[config.mk]
export PLATFORM = sky130hd
export DESIGN_NAME = scalar_kalman_angle_filter_flat
export DESIGN_NICKNAME = d
export VERILOG_FILES = /design/src/hw/rtl/skaf_pkg.sv /design/src/hw/rtl/skaf_in_if.sv /design/src/hw/rtl/skaf_out_if.sv /design/src/hw/rtl/scalar_kalman_angle_filter.sv /design/src/hw/rtl/skaf_cfg.sv /design/src/hw/rtl/skaf_ctrl.sv /design/src/hw/rtl/skaf_datapath.sv /design/src/flat_wrapper.sv
export SDC_FILE = /design/constraint.sdc
export NUM_CORES = 2
export LEC_CHECK = 0
export ABC_CLOCK_PERIOD_IN_PS = 10100
export BUFFER_PORTS_ARGS = -buffer_cell sky130_fd_sc_hd__clkbuf_2
export CORE_MARGIN = 3
export CORE_UTILIZATION = 35
export DETAILED_ROUTE_END_ITERATION = 8
export HOLD_SLACK_MARGIN = 0.06
export PLACE_DENSITY_LB_ADDON = 0.08
export SYNTH_ARGS = -nofsm -noshare
export SYNTH_HDL_FRONTEND = slang
export SYNTH_SLANG_ARGS = --single-unit
[constraint.sdc]
create_clock -name clk -period 10.1 [get_ports clk]
set_clock_uncertainty 0.05 [all_clocks]
set_input_delay 1.515 -clock clk [delete_from_list [all_inputs] [get_ports clk]]
set_output_delay 1.515 -clock clk [all_outputs]
set_load 0.005 [all_outputs]
[src/hw/rtl/skaf_pkg.sv]
package skaf_pkg;

	// configuration port
	localparam int unsigned CFG_IDX_W  = 2;
	localparam int unsigned CFG_DATA_W = 32;

	localparam logic [CFG_IDX_W-1:0] REG_TIME_STEP     = 2'd0;
	localparam logic [CFG_IDX_W-1:0] REG_PROCESS_NOISE = 2'd1;
	localparam logic [CFG_IDX_W-1:0] REG_MEAS_NOISE    = 2'd2;
	localparam logic [CFG_IDX_W-1:0] REG_INIT_UNCERT   = 2'd3;

	localparam logic [15:0] TIME_STEP_RST     = 16'd262;
	localparam logic [31:0] PROCESS_NOISE_RST = 32'd4295;
	localparam logic [31:0] MEAS_NOISE_RST    = 32'd150994944;
	localparam logic [31:0] INIT_UNCERT_RST   = 32'd67108864;

	// gain divider: one quotient bit per step, bits 16 down to 0
	localparam int unsigned DIV_STEPS = 17;
	localparam int unsigned DIV_CNT_W = $clog2(DIV_STEPS);

	// shared multiplier operand select
	localparam logic [1:0] MUL_PRED = 2'd0;
	localparam logic [1:0] MUL_CORR = 2'd1;
	localparam logic [1:0] MUL_VAR  = 2'd2;

	typedef struct packed {
		logic [15:0] time_step;
		logic [31:0] process_noise;
		logic [31:0] measurement_noise;
	} cfg_t;

	typedef struct packed {
		logic       load;
		logic       mul_en;
		logic [1:0] mul_sel;
		logic       pred_upd;
		logic       div_init;
		logic       div_step;
		logic       corr_upd;
		logic       commit;
	} cmd_t;

	typedef struct packed {
		logic out_free;
		logic out_busy;
	} sts_t;

endpackage

[src/hw/rtl/skaf_in_if.sv]
interface skaf_in_if;
	logic               valid;
	logic               ready;
	logic               axis;
	logic signed [31:0] rate;
	logic signed [31:0] measured_angle;

	modport source (output valid, output axis, output rate, output measured_angle, input ready);
	modport sink (input valid, input axis, input rate, input measured_angle, output ready);
endinterface

[src/hw/rtl/skaf_out_if.sv]
interface skaf_out_if;
	logic               valid;
	logic               ready;
	logic               axis_out;
	logic signed [31:0] angle_estimate;
	logic        [31:0] estimate_uncertainty;

	modport source (output valid, output axis_out, output angle_estimate,
		output estimate_uncertainty, input ready);
	modport sink (input valid, input axis_out, input angle_estimate,
		input estimate_uncertainty, output ready);
endinterface

[src/hw/rtl/scalar_kalman_angle_filter.sv]
// one-dimensional kalman tilt filter with an independent channel per axis: each input
// transaction names an axis and carries a gyro rate and an accelerometer angle (signed
// q16.16); the block predicts, computes the gain u/(u+measurement_noise) with a
// restoring divider, corrects, and returns the axis, the saturated q16.16 angle and the
// q8.24 variance. one transaction is in flight at a time. the gain divider makes one
// quotient bit per cycle, and one shared multiplier serves the three products.
// a finished result sits in the output register, so a new input is taken while it waits;
// if the previous result is still unclaimed when the next one is ready, the block holds.
// configuration writes are taken at any time but are meant to happen while idle; a write
// to initial_uncertainty has no effect, as that value is only loaded by reset
module scalar_kalman_angle_filter #(
	parameter int AXES = 2
) (
	input logic                            clk,
	input logic                            arst_n,
	skaf_in_if.sink                        in_ch,
	skaf_out_if.source                     out_ch,
	input logic                            cfg_we,
	input logic [skaf_pkg::CFG_IDX_W-1:0]  cfg_index,
	input logic [skaf_pkg::CFG_DATA_W-1:0] cfg_data
);
	import skaf_pkg::*;

	cfg_t cfg;
	cmd_t cmd;
	sts_t sts;

	// register file for the three live settings
	skaf_cfg u_cfg (
		.clk    (clk),
		.arst_n (arst_n),
		.we     (cfg_we),
		.index  (cfg_index),
		.data   (cfg_data),
		.cfg    (cfg)
	);

	// sequencer: load, predict, divide, correct, commit
	skaf_ctrl u_ctrl (
		.clk      (clk),
		.arst_n   (arst_n),
		.in_valid (in_ch.valid),
		.in_ready (in_ch.ready),
		.sts      (sts),
		.cmd      (cmd)
	);

	// per-axis state, shared multiplier, divider and output register
	skaf_datapath #(
		.AXES (AXES)
	) u_dp (
		.clk                  (clk),
		.arst_n               (arst_n),
		.cfg                  (cfg),
		.cmd                  (cmd),
		.sts                  (sts),
		.axis                 (in_ch.axis),
		.rate                 (in_ch.rate),
		.measured_angle       (in_ch.measured_angle),
		.out_ready            (out_ch.ready),
		.out_valid            (out_ch.valid),
		.axis_out             (out_ch.axis_out),
		.angle_estimate       (out_ch.angle_estimate),
		.estimate_uncertainty (out_ch.estimate_uncertainty)
	);
endmodule

[src/hw/rtl/skaf_cfg.sv]
module skaf_cfg (
	input  logic                               clk,
	input  logic                               arst_n,
	input  logic                               we,
	input  logic [skaf_pkg::CFG_IDX_W-1:0]     index,
	input  logic [skaf_pkg::CFG_DATA_W-1:0]    data,
	output skaf_pkg::cfg_t                     cfg
);
	import skaf_pkg::*;

	cfg_t cfg_q;

	always_ff @(posedge clk or negedge arst_n) begin
		if (!arst_n) begin
			cfg_q.time_step         <= TIME_STEP_RST;
			cfg_q.process_noise     <= PROCESS_NOISE_RST;
			cfg_q.measurement_noise <= MEAS_NOISE_RST;
		end else if (we) begin
			unique case (index)
				REG_TIME_STEP:     cfg_q.time_step         <= data[15:0];
				REG_PROCESS_NOISE: cfg_q.process_noise     <= data;
				REG_MEAS_NOISE:    cfg_q.measurement_noise <= data;
				// only loaded into the variance store by reset, which restores the default
				REG_INIT_UNCERT: begin
				end
				default: begin
				end
			endcase
		end
	end

	assign cfg = cfg_q;
endmodule

[src/hw/rtl/skaf_ctrl.sv]
module skaf_ctrl (
	input  logic           clk,
	input  logic           arst_n,
	input  logic           in_valid,
	output logic           in_ready,
	input  skaf_pkg::sts_t sts,
	output skaf_pkg::cmd_t cmd
);
	import skaf_pkg::*;

	localparam logic [2:0] ST_IDLE  = 3'd0;
	localparam logic [2:0] ST_PMUL  = 3'd1;
	localparam logic [2:0] ST_PUPD  = 3'd2;
	localparam logic [2:0] ST_DINIT = 3'd3;
	localparam logic [2:0] ST_DIV   = 3'd4;
	localparam logic [2:0] ST_CMUL  = 3'd5;
	localparam logic [2:0] ST_CUPD  = 3'd6;
	localparam logic [2:0] ST_FIN   = 3'd7;

	logic [2:0]           state_q, state_d;
	logic [DIV_CNT_W-1:0] cnt_q, cnt_d;

	always_comb begin
		state_d  = state_q;
		cnt_d    = cnt_q;
		cmd      = '0;
		in_ready = 1'b0;
		unique case (state_q)
			ST_IDLE: begin
				in_ready = 1'b1;
				if (in_valid) begin
					cmd.load = 1'b1;
					state_d  = ST_PMUL;
				end
			end
			ST_PMUL: begin
				cmd.mul_en  = 1'b1;
				cmd.mul_sel = MUL_PRED;
				state_d     = ST_PUPD;
			end
			ST_PUPD: begin
				cmd.pred_upd = 1'b1;
				state_d      = ST_DINIT;
			end
			ST_DINIT: begin
				cmd.div_init = 1'b1;
				cnt_d        = '0;
				state_d      = ST_DIV;
			end
			ST_DIV: begin
				cmd.div_step = 1'b1;
				cnt_d        = cnt_q + 1'b1;
				if (cnt_q == DIV_CNT_W'(DIV_STEPS - 1)) begin
					state_d = ST_CMUL;
				end
			end
			ST_CMUL: begin
				cmd.mul_en  = 1'b1;
				cmd.mul_sel = MUL_CORR;
				state_d     = ST_CUPD;
			end
			ST_CUPD: begin
				// angle correction and the variance product share this cycle
				cmd.corr_upd = 1'b1;
				cmd.mul_en   = 1'b1;
				cmd.mul_sel  = MUL_VAR;
				state_d      = ST_FIN;
			end
			ST_FIN: begin
				if (sts.out_free && !sts.out_busy) begin
					cmd.commit = 1'b1;
					state_d    = ST_IDLE;
				end
			end
			default: state_d = ST_IDLE;
		endcase
	end

	always_ff @(posedge clk or negedge arst_n) begin
		if (!arst_n) begin
			state_q <= ST_IDLE;
			cnt_q   <= '0;
		end else begin
			state_q <= state_d;
			cnt_q   <= cnt_d;
		end
	end
endmodule

[src/hw/rtl/skaf_datapath.sv]
module skaf_datapath #(
	parameter int AXES = 2
) (
	input  logic               clk,
	input  logic               arst_n,
	input  skaf_pkg::cfg_t     cfg,
	input  skaf_pkg::cmd_t     cmd,
	output skaf_pkg::sts_t     sts,
	input  logic               axis,
	input  logic signed [31:0] rate,
	input  logic signed [31:0] measured_angle,
	input  logic               out_ready,
	output logic               out_valid,
	output logic               axis_out,
	output logic signed [31:0] angle_estimate,
	output logic        [31:0] estimate_uncertainty
);
	import skaf_pkg::*;

	localparam int IDX_W = (AXES > 1) ? $clog2(AXES) : 1;

	function automatic logic signed [31:0] sat32(input logic signed [36:0] x);
		if (x > 37'sd2147483647) begin
			return 32'sh7FFFFFFF;
		end else if (x < -37'sd2147483648) begin
			return 32'sh80000000;
		end else begin
			return x[31:0];
		end
	endfunction

	logic signed [31:0] angle_store_q [AXES];
	logic        [31:0] var_store_q   [AXES];

	logic               axis_q, axis_ok_q;
	logic [IDX_W-1:0]   idx_q;
	logic signed [31:0] rate_q, meas_q, angle_q;
	logic        [31:0] u_q;
	logic        [32:0] den_q;
	logic        [33:0] rem_q;
	logic        [16:0] quo_q;
	logic               den_zero_q;
	logic signed [51:0] prod_q;
	logic               out_valid_q;

	logic               axis_ok;
	logic [IDX_W-1:0]   idx;
	logic signed [32:0] diff;
	logic        [15:0] gain;
	logic        [16:0] inv_gain;
	logic signed [17:0] mul_a;
	logic signed [33:0] mul_b;
	logic signed [51:0] rnd_full;
	logic signed [36:0] ang_sum;
	logic        [32:0] u_sum;
	logic               ge;
	logic        [33:0] rem_sub;

	assign axis_ok = (AXES > 1) || !axis;
	assign idx     = axis_ok ? IDX_W'(axis) : '0;

	assign diff     = {meas_q[31], meas_q} - {angle_q[31], angle_q};
	assign gain     = den_zero_q ? 16'd0 : (quo_q[16] ? 16'hFFFF : quo_q[15:0]);
	assign inv_gain = 17'h10000 - {1'b0, gain};

	always_comb begin
		case (cmd.mul_sel)
			MUL_PRED: begin
				mul_a = {2'b00, cfg.time_step};
				mul_b = {{2{rate_q[31]}}, rate_q};
			end
			MUL_CORR: begin
				mul_a = {2'b00, gain};
				mul_b = {diff[32], diff};
			end
			MUL_VAR: begin
				mul_a = {1'b0, inv_gain};
				mul_b = {2'b00, u_q};
			end
			default: begin
				mul_a = '0;
				mul_b = '0;
			end
		endcase
	end

	// round to nearest, ties up, then drop the 16 fraction bits
	assign rnd_full = (prod_q + 52'sd32768) >>> 16;
	assign ang_sum  = {{5{angle_q[31]}}, angle_q} + rnd_full[36:0];
	assign u_sum    = {1'b0, u_q} + {1'b0, cfg.process_noise};

	assign ge      = rem_q >= {1'b0, den_q};
	assign rem_sub = ge ? (rem_q - {1'b0, den_q}) : rem_q;

	always_ff @(posedge clk) begin
		if (cmd.load) begin
			axis_q    <= axis;
			axis_ok_q <= axis_ok;
			idx_q     <= idx;
			rate_q    <= rate;
			meas_q    <= measured_angle;
			angle_q   <= angle_store_q[idx];
			u_q       <= var_store_q[idx];
		end
		if (cmd.mul_en) begin
			prod_q <= mul_a * mul_b;
		end
		if (cmd.pred_upd) begin
			angle_q <= sat32(ang_sum);
			u_q     <= u_sum[32] ? 32'hFFFFFFFF : u_sum[31:0];
		end
		if (cmd.div_init) begin
			den_q      <= {1'b0, u_q} + {1'b0, cfg.measurement_noise};
			rem_q      <= {2'b00, u_q};
			quo_q      <= '0;
			den_zero_q <= (u_q == '0) && (cfg.measurement_noise == '0);
		end
		if (cmd.div_step) begin
			rem_q <= {rem_sub[32:0], 1'b0};
			quo_q <= {quo_q[15:0], ge};
		end
		if (cmd.corr_upd) begin
			angle_q <= sat32(ang_sum);
		end
		if (cmd.commit) begin
			axis_out             <= axis_q;
			angle_estimate       <= axis_ok_q ? angle_q : 32'sd0;
			estimate_uncertainty <= axis_ok_q ? rnd_full[31:0] : 32'd0;
		end
	end

	always_ff @(posedge clk or negedge arst_n) begin
		if (!arst_n) begin
			for (int i = 0; i < AXES; i++) begin
				angle_store_q[i] <= '0;
				var_store_q[i]   <= INIT_UNCERT_RST;
			end
		end else if (cmd.commit && axis_ok_q) begin
			angle_store_q[idx_q] <= angle_q;
			var_store_q[idx_q]   <= rnd_full[31:0];
		end
	end

	always_ff @(posedge clk or negedge arst_n) begin
		if (!arst_n) begin
			out_valid_q <= 1'b0;
		end else if (cmd.commit) begin
			out_valid_q <= 1'b1;
		end else if (out_ready) begin
			out_valid_q <= 1'b0;
		end
	end

	assign out_valid    = out_valid_q;
	assign sts.out_free = !out_valid_q || out_ready;
	assign sts.out_busy = 1'b0;
endmodule

[src/flat_wrapper.sv]
// flat-port wrapper written by rule: the top's interface ports become plain ports
module scalar_kalman_angle_filter_flat import skaf_pkg::*;
#(
	parameter int AXES = 2
)
  (clk, arst_n, cfg_we, cfg_index, cfg_data, in_ch_valid, in_ch_axis, in_ch_rate, in_ch_measured_angle, in_ch_ready, out_ch_valid, out_ch_axis_out, out_ch_angle_estimate, out_ch_estimate_uncertainty, out_ch_ready);
  skaf_in_if in_ch_i ();
  skaf_out_if out_ch_i ();
  input logic clk;
  input logic arst_n;
  input logic cfg_we;
  input logic [skaf_pkg::CFG_IDX_W-1:0] cfg_index;
  input logic [skaf_pkg::CFG_DATA_W-1:0] cfg_data;
  input wire logic [$bits(in_ch_i.valid)-1:0] in_ch_valid;
  input wire logic [$bits(in_ch_i.axis)-1:0] in_ch_axis;
  input wire logic [$bits(in_ch_i.rate)-1:0] in_ch_rate;
  input wire logic [$bits(in_ch_i.measured_angle)-1:0] in_ch_measured_angle;
  output wire logic [$bits(in_ch_i.ready)-1:0] in_ch_ready;
  output wire logic [$bits(out_ch_i.valid)-1:0] out_ch_valid;
  output wire logic [$bits(out_ch_i.axis_out)-1:0] out_ch_axis_out;
  output wire logic [$bits(out_ch_i.angle_estimate)-1:0] out_ch_angle_estimate;
  output wire logic [$bits(out_ch_i.estimate_uncertainty)-1:0] out_ch_estimate_uncertainty;
  input wire logic [$bits(out_ch_i.ready)-1:0] out_ch_ready;
  assign in_ch_i.valid = in_ch_valid;
  assign in_ch_i.axis = in_ch_axis;
  assign in_ch_i.rate = in_ch_rate;
  assign in_ch_i.measured_angle = in_ch_measured_angle;
  assign in_ch_ready = in_ch_i.ready;
  assign out_ch_valid = out_ch_i.valid;
  assign out_ch_axis_out = out_ch_i.axis_out;
  assign out_ch_angle_estimate = out_ch_i.angle_estimate;
  assign out_ch_estimate_uncertainty = out_ch_i.estimate_uncertainty;
  assign out_ch_i.ready = out_ch_ready;
  scalar_kalman_angle_filter #(.AXES(AXES)) u_core (.clk(clk), .arst_n(arst_n), .in_ch(in_ch_i), .out_ch(out_ch_i), .cfg_we(cfg_we), .cfg_index(cfg_index), .cfg_data(cfg_data));
endmodule
Yosys cells after proc, flatten, opt, wreduce, memory -nomap -nowiden
Index checks and enable logic that the tools add are counted.

Bits in registers: 548. Input bits: 104. Output and inout bits: 67. Logic and storage cells: 118.

Add/subtract/negate cells: 8. Multipliers: 1. $lt $le $gt $ge: 6. Equality and inequality tests: 15. Multiplexer cells: 44. Bitwise operators: 2. Reductions and logical operators: 18.

Operators by type and width (number): $mux W32 (15); $bwmux W64 (2); $pmux W34 S3 (1); $mux W34 (2); $add A32 B32 Y33 (2); $logic_not A32 Y1 (2); $add A52 B17 Y52 const B (1); $mul A18 B34 Y52 (1); $pmux W17 S3 (1); $add A32 B36 Y37 (1); $gt A37 B32 Y1 const B (1); $lt A37 B32 Y1 const B (1); $ge A34 B33 Y1 (1); $mux W17 (2); $mux W33 (1); $sub A32 B32 Y33 (1); $sub A33 B33 Y33 (1); $demux W32 S1 (1); $mux W16 (2); $pmux W3 S8 (1); $sub A17 B16 Y17 const A (1); $eq A3 B3 Y1 const B (4); $mux W1 (11); $pmux W5 S2 (1); other kinds (22) (37).

Longest topological paths before layout
Depth after elaboration: 7. Depth in mapped cells: 37. Gate-level depth less buffers: 35.

Modules after synthesis
A second synthesis with hierarchy kept.

Cell total of the unflattened synthesis: 5066. Area, all modules: 49256.0 sq um.

By module, submodules not included: skaf_datapath (instances 1, cells an instance 4837, area an instance 45675.1 sq um, sequential area each 12709.7 sq um); skaf_cfg (instances 1, cells an instance 170, area an instance 3006.6 sq um, sequential area each 2015.7 sq um); skaf_ctrl (instances 1, cells an instance 59, area an instance 574.3 sq um, sequential area each 200.2 sq um).

Worst setup path before layout
No wires, ideal clock.

Path kind: register to register. From: register u_core.u_dp.angle_q[0]. To: register u_core.u_dp.prod_q[51] (data pin). Setup time: 0.260 ns. Data arrival time: 7.984 ns. Data required time: 9.790 ns. Slack: 1.806 ns. Cell stages (with the launch flop): 34. Path buffers: 0. Clock period less this slack: 8.294 ns. Path through: edfxtp_1 -> ha_1 -> fa_1 -> nand2b_1 -> a21oi_1 -> o21ai_0 -> a21o_1 -> a21o_1 -> o21bai_1 -> a21oi_1 -> xnor2_1 -> a221oi_1 -> nor2_1 -> fa_1 -> inv_1 -> fa_1 -> fa_1 -> inv_1 -> fa_1 -> inv_1 -> fa_1 -> inv_1 -> fa_1 -> ha_1 -> nand4_1 -> nor4_1 -> a31oi_1 -> nand3_1 -> o211ai_1 -> a31oi_1 -> a21oi_1 -> o211ai_1 -> a21oi_1 -> xnor2_1.

Cells in the longest elaborated chain, start to end: 3.

Ends and longest elaborated chain: start, declared (line skaf_datapath.sv:37) `logic signed [31:0] rate_q, meas_q, angle_q;`; start signal, assigned (line skaf_datapath.sv:102) `angle_q <= angle_store_q[idx];`; start signal, assigned (line skaf_datapath.sv:109) `angle_q <= sat32(ang_sum);`; start signal, assigned (line skaf_datapath.sv:123) `angle_q <= sat32(ang_sum);`; $sub A32 B32 Y33 (line skaf_datapath.sv:62) `assign diff = {meas_q[31], meas_q} - {angle_q[31], angle_q};`; $pmux W34 S3 (line skaf_datapath.sv:67) `case (cmd.mul_sel)`; $mul A18 B34 Y52 (line skaf_datapath.sv:106) `prod_q <= mul_a * mul_b;`; end signal, assigned (line skaf_datapath.sv:106); end, declared (line skaf_datapath.sv:43) `logic signed [51:0] prod_q;`.

Every way passes these cells. A chain may end at the register's enable or synchronous reset.

Final worst setup path
From: register u_core.u_dp.angle_q[0]. To: register u_core.u_dp.prod_q[49] (data pin).

Same word-level chain as after synthesis.

==> summary.md <==
| Metric | Value |
|---|---|
| Share of the synthesized area in the top cell type | 22.23% |
| DR pass1 iterations | 5 |
| Top_reg_cell synth | edfxtp_1 |
| Initial Util | 35.39% |
| Final hold vios | 0 |
| DIE AREA | roughly 0.14 mm2 |
| Gpl congestion | roughly 0.87 |
| Slew @ Worst Pin | approximately 1100 ps |
| DRT iter0 DRCs | ~2800 |
| Reg2reg start | u_core.u_dp.angle_q[0] |
| Worst skew pair latency | 690 ps |
| Relative max-transition margin | between 20% and 30% |
| Synth unique cells | between 80 and 90 |
| Row count | 136 |
| First-pass GRT wire length | roughly 250 mm |
| CP max FO | 11 |
| GRT Util Overall | between 20% and 30% |
| CP required | about 10000 ps |
| Cts bufs inserted | around 70 |
| Worst path arrival time | between 9000 and 10000 ps |
| GRT overflow | 0 |
| Hold WC Path Type | flop to flop |
| Final Cycle Share | 94.87% |
| Final number of setup-violating endpoints | 0 |
| Port Buffers | 170 |
| Synth top cells by count | 759 x inv_1, 546 x nand2_1, 543 x fa_1 |
| Detail Route Antenna Nets | 0 |
| Post-route setup TNS | 0 ps |
| I/O pins | between 150 and 200 |
| Fin Hold WS | between 400 and 500 ps |
| Hold path depth | 2 |
| Vias in the first global route | between 30000 and 40000 |
| Clock Tree Root | clkbuf_16 |
| Top-count cell post-synth | inv_1 |
| Mapped Cells | between 4000 and 5000 |
| Synthesized area | between 0.04 and 0.05 mm2 |
| Layout cells sized above 1 | between 10% and 20% |
| Top cell type by total area after synthesis | fa_1 |
| Core Util, Final | between 30 and 40% |
| Routed wire length | 170.2 mm |
| RSZ-0062 raised after global routing | no |
| Crit-path slowest cell | a21o_1 |
| Fin worst setup slack | approximately 520 ps |
| Register area share after synthesis | 30.52% |
| CTS Sinks | 533 |
| Worst setup SP type | flop |
| CTS tree | yes |
| CP Capture Type | flop |
| Wire per inst | between 20 and 25 um |
| WS Path Type | flop to flop |
| Worst slack, placed | 468.7 ps |
| Initial antenna violation count | 8 |
| Hold wc startpoint | u_core.u_dp.angle_store_q[11] |
| Vias post-DR | between 30000 and 40000 |
| R2R cell count | 31 |
| Min-Delay Endpoint | u_core.u_dp.angle_store_q[11] |
| Synth top area cells | fa_1 22%, edfxtp_1 19%, dfrtp_1 10% |
| Post-layout net count | ~6000 |
| Crit path largest cell delay | about 560 ps |
| DRC viols | 0 |
| Setup Fix Bufs, Post-CTS | 0 |
| Yosys reg bits | 533 |
| Core Area | 0.1382 mm2 |
| Worst path most repeated cell | fa_1 |
| Clock Tree Buf Depth | 3 |
| Worst path buffer plus inverter count | 3 |
| Max-slew violation count | 0 |
| Max-cap violations | 0 |
| Post-synth EDFFs | 315 |
| Setup slack, reg-to-reg | between 500 and 600 ps |
| DR vias/cell | ~5.2 |
| Hold_buf cts | 0 |
| Synth async-reset ratio | just over 40% |
| Largest net degree at the start of global routing | 80 |
| Width of the die | ~380 um |
| Clock Pin Slew Worst Setup and Hold Paths | around 60 ps |
| Area delta synth->final | 11.99% |
| H-tree depth | 3 |
| Family with the most delay on the worst path | adder cells |
| RR Endpoint | u_core.u_dp.prod_q[49] |
| Max Freq | 0.1044 GHz |
| Chip height | between 300 and 400 um |
| Outcome | finished clean |
| Yosys warns | 0 |
| Avg Cell Area, Syn | between 9 and 10 um2 |
| Mapped Nets | around 5900 |
| Post-layout min period | between 9000 and 10000 ps |
| Post-DP HPWL | about 140 mm |
[cell usage in the layout (no fill, tap or decap), types with 168 or more instances in the layout]
cell,Yosys,routed
edfxtp_1,315,315
nor2_1,360,358
nand2_1,546,544
a21oi_1,226,226
clkbuf_2,0,168
dfrtp_1,204,203
inv_1,759,757
ha_1,287,287
o21ai_0,208,207
fa_1,543,543
[cell families after synthesis]
group	Yosys count	share of synthesized area (%)
buffers and inverters	942	7.333
flip-flops	533	30.52
multiplexers	189	4.176
other	2	0.01536
AND/OR/NAND/NOR	1300	11.91
AO/OA/AOI/OAI	932	12.66
adder cells (fa/ha/maj)	830	29.57
XOR/XNOR	213	3.815
[cell type report]
cell class                      instances  area, um2
Clock buffer                           94       2049
Clock inverter                         37      382.9
Fill cell                           14020      83410
Timing Repair Buffer                  278       1674
Tap cell                             1863       2331
Multi-Input combinational cell       3466      30530
Sequential cell                       533      14930
Antenna cell                            4      10.01
Inverter                              760       2856
[metal layers]
layer / routed length [um] / vias to the layer above / track usage, %
met3: 7681 / 165 / 2.697
met5: 27 / - / 0
met2: 80090 / 858 / 38.48
li1: - / 16820 / -
met4: 3757 / 4 / 5.345
met1: 78590 / 18750 / 33.22
[worst min-delay path, delay by kind of cell, from the launching register on]
kind	cells	cell delay (ps)
AOI/OAI and AO/OA	1	60
DFF	1	340
and+or+nand+nor	1	40
[worst max-delay path by stage]
stage	startpoint	endpoint	slack, ps	depth (start not counted)
floorplan	u_core.u_dp.angle_q[0]	u_core.u_dp.prod_q[51]	1810	33
global placement	u_core.u_dp.angle_q[0]	u_core.u_dp.prod_q[51]	520	31
detailed placement	u_core.u_dp.angle_q[0]	u_core.u_dp.prod_q[51]	470	31
CTS	u_core.u_dp.angle_q[0]	u_core.u_dp.prod_q[51]	420	31
global route	u_core.u_dp.angle_q[1]	u_core.u_dp.prod_q[51]	6	32
finish	u_core.u_dp.angle_q[0]	u_core.u_dp.prod_q[49]	520	31
[sequential cells by signal, summed over array words and instances (netlist names)]
register	cells
u_core.u_dp.u_q	32
u_core.u_dp.meas_q	32
u_core.u_dp.idx_q	1
u_core.u_dp.quo_q	17
u_core.u_ctrl.cnt_q	5
u_core.u_dp.angle_q	32
u_core.u_dp.estimate_uncertainty	32
u_core.u_dp.axis_out	1
u_core.u_ctrl.state_q	3
u_core.u_dp.rem_q	34
u_core.u_dp.prod_q	37
u_core.u_dp.out_valid	1
u_core.u_dp.den_q	33
u_core.u_cfg.cfg	80
u_core.u_dp.angle_estimate	32
u_core.u_dp.rate_q	32
u_core.u_dp.angle_store_q	64
u_core.u_dp.den_zero_q	1
u_core.u_dp.var_store_q	64
[through the flow]
stage	cells	area, um2
4_1_cts	7031	54740
3_3_place_gp	6900	52310
6_report	7035	54760
3_5_place_dp	6900	52310
5_1_grt	7031	54750
2_1_floorplan	4941	48900
[repair_timing]
item / in CTS / in global routing
endpoints found under the setup margin: 0 / 4
resized for setup: 0 / 3
hold endpoints to repair: 0 / 0
Power is left out: the tool's default activity adds up to more than one toggle a clock period on the data nets, which glitch-free logic cannot reach.
